[config.mk]
export PLATFORM = sky130hd
export DESIGN_NAME = periodic_task_scheduler_top
export DESIGN_NICKNAME = d
export VERILOG_FILES = /design/src/hdl/pts_pkg.sv /design/src/hdl/pts_cell.sv /design/src/hdl/periodic_task_scheduler_top.sv
export SDC_FILE = /design/constraint.sdc
export NUM_CORES = 2
export LEC_CHECK = 0
export BUFFER_PORTS_ARGS = -buffer_cell sky130_fd_sc_hd__buf_2
export CAP_MARGIN = 25
export CORE_MARGIN = 2
export CORE_UTILIZATION = 45
export DETAILED_ROUTE_END_ITERATION = 10
export GPL_TIMING_DRIVEN = 0
export MAX_ROUTING_LAYER = met4
export SKIP_LAST_GASP = 1
export SYNTH_ARGS = -nofsm -noshare
export SYNTH_HDL_FRONTEND = slang
export SYNTH_HIERARCHICAL = 1
export SYNTH_SLANG_ARGS = --single-unit
[constraint.sdc]
create_clock -name i_clk -period 8.6 [get_ports i_clk]
set_clock_uncertainty 0.1 [all_clocks]
set_input_delay 1.72 -clock i_clk [delete_from_list [all_inputs] [get_ports i_clk]]
set_output_delay 1.72 -clock i_clk [all_outputs]
set_load 0.01 [all_outputs]
[src/hdl/pts_pkg.sv]
`timescale 1ns / 1ps
// Package for the periodic task scheduler: sizes, status and operation codes,
// controller states and the structs passed between the controller and the task cells.
package pts_pkg;

    localparam int MAX_TASKS = 16;
    localparam int TIME_W    = 32;
    localparam int SLOT_W    = (MAX_TASKS > 1) ? $clog2(MAX_TASKS) : 1;
    localparam int CNT_W     = $clog2(MAX_TASKS + 1);
    localparam int IDX_W     = 4;
    localparam int STATUS_W  = 2;

    // Operation codes of an input beat
    localparam logic FUNC_ADD = 1'b0;
    localparam logic FUNC_RUN = 1'b1;

    typedef enum logic [STATUS_W-1:0] {
        STATUS_OK      = 2'd0,
        STATUS_FULL    = 2'd1,
        STATUS_WRAPPED = 2'd2,
        STATUS_EMPTY   = 2'd3
    } t_status;

    typedef enum logic {
        ST_IDLE = 1'b0,
        ST_RUN  = 1'b1
    } t_state;

    // Broadcast from the controller to every cell
    typedef struct packed {
        logic              wr;
        logic [SLOT_W-1:0] wr_slot;
        logic              load;
        logic [SLOT_W-1:0] load_slot;
        logic              adv;
        logic [TIME_W-1:0] time_now;
        logic [TIME_W-1:0] period;
    } t_cell_ctl;

    // Report of the cell holding the visit token, zero otherwise
    typedef struct packed {
        logic              fired;
        logic [TIME_W-1:0] elapsed;
    } t_cell_rpt;

endpackage

[src/hdl/pts_cell.sv]
`timescale 1ns / 1ps
// One task slot of the scheduler chain: period, last-run time and the visit token.
// Depends on pts_pkg for widths and the control and report structs.
module pts_cell
    import pts_pkg::*;
(
    input  logic              i_clk,
    input  logic              i_rst_n,
    input  t_cell_ctl         i_ctl,
    input  logic [SLOT_W-1:0] i_slot,
    input  logic              i_tok,
    output logic              o_tok,
    output t_cell_rpt         o_rpt
);

    logic              r_tok;
    logic              n_tok;
    logic [TIME_W-1:0] r_period;
    logic [TIME_W-1:0] r_last_run;
    logic [TIME_W-1:0] elapsed;
    logic              fire;

    // Token: load at the newest slot, then pass down one slot per report beat
    always_comb begin
        n_tok = r_tok;
        if (i_ctl.load) begin
            n_tok = (i_ctl.load_slot == i_slot);
        end else if (i_ctl.adv) begin
            n_tok = i_tok;
        end
    end

    always_ff @(posedge i_clk) begin
        if (!i_rst_n) begin
            r_tok <= 1'b0;
        end else begin
            r_tok <= n_tok;
        end
    end

    // Due check against the pass time
    assign elapsed = i_ctl.time_now - r_last_run;
    assign fire    = (r_period == '0) || (elapsed > r_period);

    // Store a new task, or stamp the last-run time when the task fires
    always_ff @(posedge i_clk) begin
        if (i_ctl.wr && (i_ctl.wr_slot == i_slot)) begin
            r_period   <= i_ctl.period;
            r_last_run <= i_ctl.time_now;
        end else if (i_ctl.adv && r_tok && fire) begin
            r_last_run <= i_ctl.time_now;
        end
    end

    assign o_tok         = r_tok;
    assign o_rpt.fired   = r_tok & fire;
    assign o_rpt.elapsed = r_tok ? elapsed : '0;

endmodule

[src/hdl/periodic_task_scheduler_top.sv]
`timescale 1ns / 1ps
// Periodic task scheduler: controller and a chain of MAX_TASKS task cells.
// An add or single-status result is registered and valid in the cycle after the input beat is
// accepted; the first report of a pass over the table follows once the visit token is loaded.
// A run over N tasks first loads the visit token, then gives one report per cycle while the
// output is free as the token steps down the chain; no new input beat is taken until it ends.
// Reset (synchronous, active low) empties the table and clears the previous run time.
module periodic_task_scheduler_top
    import pts_pkg::*;
(
    input  logic                i_clk,
    input  logic                i_rst_n,
    input  logic                i_in_valid,
    output logic                o_in_ready,
    input  logic                i_func,
    input  logic [TIME_W-1:0]   i_time_now,
    input  logic [TIME_W-1:0]   i_period,
    output logic                o_out_valid,
    input  logic                i_out_ready,
    output logic [STATUS_W-1:0] o_status,
    output logic [IDX_W-1:0]    o_task_index,
    output logic                o_fired,
    output logic [TIME_W-1:0]   o_elapsed,
    output logic                o_last
);

    t_state            r_state;
    t_state            n_state;
    logic [CNT_W-1:0]  r_count;
    logic [TIME_W-1:0] r_prev;
    logic [TIME_W-1:0] r_now;
    logic [SLOT_W-1:0] r_slot;
    logic              r_ov;
    t_status           r_status;
    logic [IDX_W-1:0]  r_idx;
    logic              r_fired;
    logic [TIME_W-1:0] r_elapsed;
    logic              r_last;

    logic              out_free;
    logic              acc;
    logic              is_add;
    logic              full;
    logic              wrap;
    logic              empty;
    logic              adv;
    logic              last_slot;
    t_cell_ctl         ctl;
    t_cell_rpt         rpt;
    t_cell_rpt         cell_rpt [MAX_TASKS];
    logic              tok      [MAX_TASKS+1];

    assign out_free  = !r_ov || i_out_ready;
    assign acc       = i_in_valid && o_in_ready;
    assign is_add    = (i_func == FUNC_ADD);
    assign full      = (r_count == CNT_W'(MAX_TASKS));
    assign wrap      = (i_time_now < r_prev);
    assign empty     = (r_count == '0);
    assign last_slot = (r_slot == '0);

    // Next state
    always_comb begin
        n_state = r_state;
        unique case (r_state)
            ST_IDLE: begin
                if (acc && !is_add && !wrap && !empty) begin
                    n_state = ST_RUN;
                end
            end
            ST_RUN: begin
                if (out_free && last_slot) begin
                    n_state = ST_IDLE;
                end
            end
            default: n_state = ST_IDLE;
        endcase
    end

    // Controller outputs
    always_comb begin
        o_in_ready    = 1'b0;
        adv           = 1'b0;
        ctl.time_now  = i_time_now;
        unique case (r_state)
            ST_IDLE: begin
                o_in_ready = out_free;
            end
            ST_RUN: begin
                adv          = out_free;
                ctl.time_now = r_now;
            end
            default: begin
                o_in_ready = 1'b0;
            end
        endcase
        ctl.wr        = acc && is_add && !full;
        ctl.wr_slot   = SLOT_W'(r_count);
        ctl.load      = acc && !is_add && !wrap && !empty;
        ctl.load_slot = SLOT_W'(r_count - CNT_W'(1));
        ctl.adv       = adv;
        ctl.period    = i_period;
    end

    // Cell chain: the token enters at the top and walks toward slot 0
    assign tok[MAX_TASKS] = 1'b0;

    for (genvar g = 0; g < MAX_TASKS; g++) begin : g_cell
        pts_cell u_cell (
            .i_clk   (i_clk),
            .i_rst_n (i_rst_n),
            .i_ctl   (ctl),
            .i_slot  (SLOT_W'(g)),
            .i_tok   (tok[g+1]),
            .o_tok   (tok[g]),
            .o_rpt   (cell_rpt[g])
        );
    end

    // Merge reports; only the token holder drives nonzero
    always_comb begin
        rpt = '0;
        for (int k = 0; k < MAX_TASKS; k++) begin
            rpt = rpt | cell_rpt[k];
        end
    end

    // Control registers
    always_ff @(posedge i_clk) begin
        if (!i_rst_n) begin
            r_state <= ST_IDLE;
            r_count <= '0;
            r_prev  <= '0;
            r_ov    <= 1'b0;
        end else begin
            r_state <= n_state;
            if (ctl.wr) begin
                r_count <= r_count + CNT_W'(1);
            end
            if (acc && !is_add) begin
                r_prev <= i_time_now;
            end
            if (acc) begin
                r_ov <= !ctl.load;
            end else if (adv) begin
                r_ov <= 1'b1;
            end else if (i_out_ready) begin
                r_ov <= 1'b0;
            end
        end
    end

    // Pass time and slot being reported
    always_ff @(posedge i_clk) begin
        if (ctl.load) begin
            r_now  <= i_time_now;
            r_slot <= ctl.load_slot;
        end else if (adv) begin
            r_slot <= r_slot - SLOT_W'(1);
        end
    end

    // Output beat register
    always_ff @(posedge i_clk) begin
        if (acc) begin
            r_idx     <= '0;
            r_fired   <= 1'b0;
            r_elapsed <= '0;
            r_last    <= 1'b1;
            if (is_add) begin
                if (full) begin
                    r_status <= STATUS_FULL;
                end else begin
                    r_status <= STATUS_OK;
                    r_idx    <= IDX_W'(r_count);
                end
            end else if (wrap) begin
                r_status <= STATUS_WRAPPED;
            end else begin
                r_status <= STATUS_EMPTY;
            end
        end else if (adv) begin
            r_status  <= STATUS_OK;
            r_idx     <= IDX_W'(r_slot);
            r_fired   <= rpt.fired;
            r_elapsed <= rpt.elapsed;
            r_last    <= last_slot;
        end
    end

    assign o_out_valid  = r_ov;
    assign o_status     = r_status;
    assign o_task_index = r_idx;
    assign o_fired      = r_fired;
    assign o_elapsed    = r_elapsed;
    assign o_last       = r_last;

endmodule

==> Word level (Yosys, flattened, before mapping) <==
Cells that the tools add are included.
{ "totals": {"input_bits": 69, "elab_cells": 375, "out_inout_bits": 42, "ff_bits": 1155} }
{ "op_classes": {"add_sub_neg": 19, "n_eq_ne": 31, "reduce_logical": 116, "magnitude_cmp": 17, "bitwise_logic": 33, "mux": 100} }
{ "ops": {"columns": ["cell", "count"], "rows": [
  ["$mux W32", 49],
  ["$gt A32 B32 Y1", 16],
  ["$logic_not A32 Y1", 16],
  ["$sub A32 B32 Y32", 16],
  ["$or A33 B33 Y33", 15],
  ["$eq A4 B4 Y1 const B", 16],
  ["$logic_and A1 B1 Y1", 55],
  ["$mux W1", 41],
  ["$reduce_bool A2 Y1", 18],
  ["$eq A4 B3 Y1 const B", 8],
  ["$lt A32 B32 Y1", 1],
  ["$mux W4", 6],
  ["$logic_or A1 B1 Y1", 17],
  ["$and A1 B1 Y1", 16],
  ["$eq A4 B2 Y1 const B", 4],
  ["$logic_not A4 Y1", 3],
  ["$eq A4 B1 Y1 const B", 2],
  ["$sub A4 B1 Y4 const B", 2],
  ["$mux W2", 3],
  ["$add A5 B1 Y5 const B", 1],
  ["$eq A5 B5 Y1 const B", 1],
  ["$logic_not A1 Y1", 5],
  ["$logic_not A5 Y1", 1],
  ["$reduce_bool A3 Y1", 1],
  ["2 further kinds", 3]
]} }

==> Logic depth before layout (Yosys ltp) <==
{ "depth": {"ltp_word": 20, "mapped_depth": 25, "depth_no_buf": 23} }

==> Modules after synthesis <==
Netlist, hierarchy kept.
{ "by_module_without_submodules": {"columns": ["module", "cells_per_inst", "area_per_inst_um2", "seq_area_each_um2", "instances"], "rows": [
  ["pts_cell at g_cell[0].u_cell ...", 545, 5139.9, 1941.9, 7],
  ["pts_cell at g_cell[5].u_cell ...", 545, 5116.2, 1941.9, 5],
  ["pts_cell at g_cell[10].u_cell ...", 593, 5378.9, 1941.9, 3],
  ["periodic_task_scheduler_top", 714, 6368.6, 2722.6, 1],
  ["pts_cell at g_cell[4].u_cell", 528, 5190.0, 1941.9, 1]
]} }

==> Worst setup path after synthesis <==
No wires, ideal clock.
{ "synth_path": {"kind": "input-to-reg", "from": "in i_out_ready", "to": "reg g_cell[5].u_cell.r_last_run[0], enable pin", "t_arrival_ns": 6.955, "path_stages": 6, "setup_time_ns": 0.428, "slack_ns": 1.117, "n_path_buf": 0, "t_required_ns": 8.072, "path_cell_list": "nand2b_1 > nand3_1 > nor2_1 > nand2_1 > nor4_1 > o21bai_1"} }
{ "synth_rtl": {"columns": ["element", "line_no", "rtl"], "rows": [
  ["start, declared", "periodic_task_scheduler_top.sv:19", "input logic i_out_ready,"],
  ["end signal, assigned", "pts_cell.sv:49", "r_last_run <= i_ctl.time_now;"],
  ["end signal, assigned", "pts_cell.sv:51", "r_last_run <= i_ctl.time_now;"],
  ["end, declared", "pts_cell.sv:19", "logic [TIME_W-1:0] r_last_run;"]
]} }

==> qor.csv <==
stage,metric,value,unit
run_status,status,finished clean,
clock_tree,hold_buffers,0,
synth,synth_area,89260,µm²
place,portBuffers,110,
finish,drive_gt1_share,8.525,%
drt,drt_iter0_markers,9253,
timing,rsz0062_at_grt,false,
timing,timing.hold.ws,0.3518,ns
synth,synth-seq-cells,1155,
synth,async_flop_share,0,%
drt,via_count,78130,
synth,synth.distinct_cells,111,
drt,wire_per_inst,27.56,µm
timing,relSlewSlack,14.91,%
synth,yosysWarnings,6,
clock_tree,clock_path_buffers,3,
global_route,grt_overflow_total,0,
global_route,grt_max_degree,47,
timing,hold_violations,0,
global_route,antenna_found_initial,55,
die,num_rows,163,
synth,yosysMostFrequentCell,inv_1,
synth,synth_ff_type,edfxtp_1,
pwr,irDropWorstVdd,0.2032,mV
worst_setup_path,r2r_cells,21,
global_route,grt_pass1_vias,73490,
worst_setup_path,critPathArrivalTime,8.93,ns
clock_tree,insertion_delay,0.84,ns
clock_tree,cts_root_buf,clkbuf_16,
hold_path,hold_path_class,flip-flop to flip-flop,
global_route,track_usage,35.57,%
clock_tree,post_cts_buffers,0,
timing,fin_tns_setup,0,ns
clock_tree,cts_max_level,4,
place,place_hpwl,279100,µm
die,ios,111,
run,maxCapViolations,0,
die,coreArea,197200,µm²
synth,seq_area_frac_synth,37.86,%
drt,first_pass_iters,8,
pwr,p_per_area,164.3,nW/µm²
synth,synth_area_leaders,"edfxtp_1, ha_1, inv_1",
finish,utilization,51.34,%
drt,drtAntennaViolNets,0,
drt,vias_per_cell,6.040,
die,chipWidth,449.4,µm
synth,yosys.area.top_type,edfxtp_1,
timing,finalCritPeriodShare,96.79,%
pwr,leakagePower,42.83,nW
worst_setup_path,worstSetupPathType,flip-flop to flip-flop,
clock_tree,path_clk_slew,0.06,ns
clock_tree,cts_buffers,146,
timing,setup_viol,0,
synth,synth.avg_cell_area,9.335,µm²
timing,finalMaxSlewViolations,0,
timing,setup_ws,0.2763,ns
clock_tree,cts-resized-gates,0,
finish,final_nets,11260,
place,pre_cts_slack,0.3422,ns
timing,tightest_slew,1.276,ns
clock_tree,cts_sinks,1155,
hold_path,whs_path_depth,2,
finish,num-fill-cells,18330,
drt,routed_wl,356600,µm
die,initial_core_util,45.26,%
drt,drc,0,
die,dieArea,201900,µm²
clock_tree,tritoncts,yes,
worst_setup_path,cp_max_fo,33,
synth,synth_commonest_cells,"inv_1, edfxtp_1, ha_1",
timing,final.min_clock_period,8.324,ns
worst_setup_path,required,9.20,ns
worst_setup_path,startpoint_type,flip-flop,
synth,synthCells,9561,
synth,synth-edff-count,1066,
die,die_height,449.4,µm
finish,area_growth,13.44,%
place,gp_congestion,1.034,
worst_setup_path,endpoint_kind,flip-flop,
timing,fmax,120.1,MHz
global_route,grt_pass1_wl,507700,µm
synth,yosysTopAreaCellShare,35.86,%
==> power breakdown <==
part           total (W)  internal, W  switching (W)
registers        0.00627      0.00622      0.0000508
clock network    0.00639      0.00375        0.00264
logic            0.00397      0.00134        0.00264
total             0.0166       0.0113        0.00533
==> layout by cell type, fill, tap and decap left out, types with 151 or more instances in the layout <==
master and count:
a21o_1 172, a21oi_1 740, and2_1 445, buf_2 224, clkbuf_1 151, clkbuf_16 151, edfxtp_1 1066, ha_1 1043
inv_1 1211, nand2_1 724, nand3_1 173, nand4_1 278, nor2_1 543, nor3_1 165, nor4_1 271, o21ai_0 383
xnor2_1 287, xor2_1 232
==> cells by family after synthesis <==
family,after synthesis,share of synthesized area (%)
simple gates,3031,17.79
compound gates,2252,16.74
buf+inv,1433,6.249
flops,1155,37.86
fa+ha+maj,1059,14.98
xor+xnor,521,5.112
mux,108,1.267
other cells,2,0.008414
==> final timing paths <==
path	startpoint	end	slack, ns
worst max register to register	r_state$_SDFF_PN0_	o_fired$_SDFFE_PP0P_	0.28
worst min-delay path	o_elapsed[9]$_SDFFE_PP0P_	o_elapsed[9]$_SDFFE_PP0P_	0.35
worst min register to register	o_elapsed[9]$_SDFFE_PP0P_	o_elapsed[9]$_SDFFE_PP0P_	0.35
worst max-delay path	r_state$_SDFF_PN0_	o_fired$_SDFFE_PP0P_	0.28
==> routing by layer <==
metal / vias up / wire [µm] / global-route usage [%]
li1: 35890 / - / -
met2: 3725 / 154100 / 52.35
met5: - / 0 / -
met4: 0 / 22640 / 20.74
met3: 724 / 31480 / 5.071
met1: 37790 / 148400 / 46.69
==> stage by stage <==
step	power (W)	std cells	cell area, µm²
floorplan	0.008779	9705	89800
global placement	0.01005	12460	93650
detailed placement	0.01024	12620	96190
CTS	0.01664	12890	101100
global route	0.01724	12900	101200
finish	0.01664	12940	101300
==> registers in the layout (all words and copies together) (netlist names) <==
register,count
g_cell.u_cell/r_last_run,512
g_cell.u_cell/r_period,512
o_elapsed,32
r_now,32
r_prev,32
g_cell.u_cell/o_tok,16
r_count,5
o_task_index,4
r_slot,4
o_status,2
o_fired,1
o_last,1
o_out_valid,1
r_state,1
==> critical path, stage by stage (launching register included) <==
cell      delay (ns)
dfxtp_1         0.31
clkbuf_1        0.67
clkbuf_1        0.68
mux2_4          0.86
ha_1            0.42
and3_1          0.31
a221oi_1        0.77
and2_1          0.30
a21boi_1        0.18
a31oi_1         0.26
xnor2_1         0.15
ha_1            0.34
nand4_2         0.15
nor4_2          0.37
nand2_1         0.16
or4b_1          0.56
a221oi_2        0.42
nor2_1          0.07
nor4_1          0.69
nand4_1         0.15
nor2_1          0.14
nor2_1          0.06
==> area by class of cell <==
cell class              count  area (µm²)  area share [%]
well taps                2640        3303           3.262
flip-flops and latches   1155       33790           33.38
multi-input cells        7117       50960           50.33
diodes                     44       110.1          0.1087
clock buffers             182        3975           3.926
plain buffers             219        1025           1.012
inverters                1214        4557           4.501
clock inverters            89       955.9          0.9441
repair buffers            276        2572           2.541
Note: power is estimated with default switching activity, not from simulation.
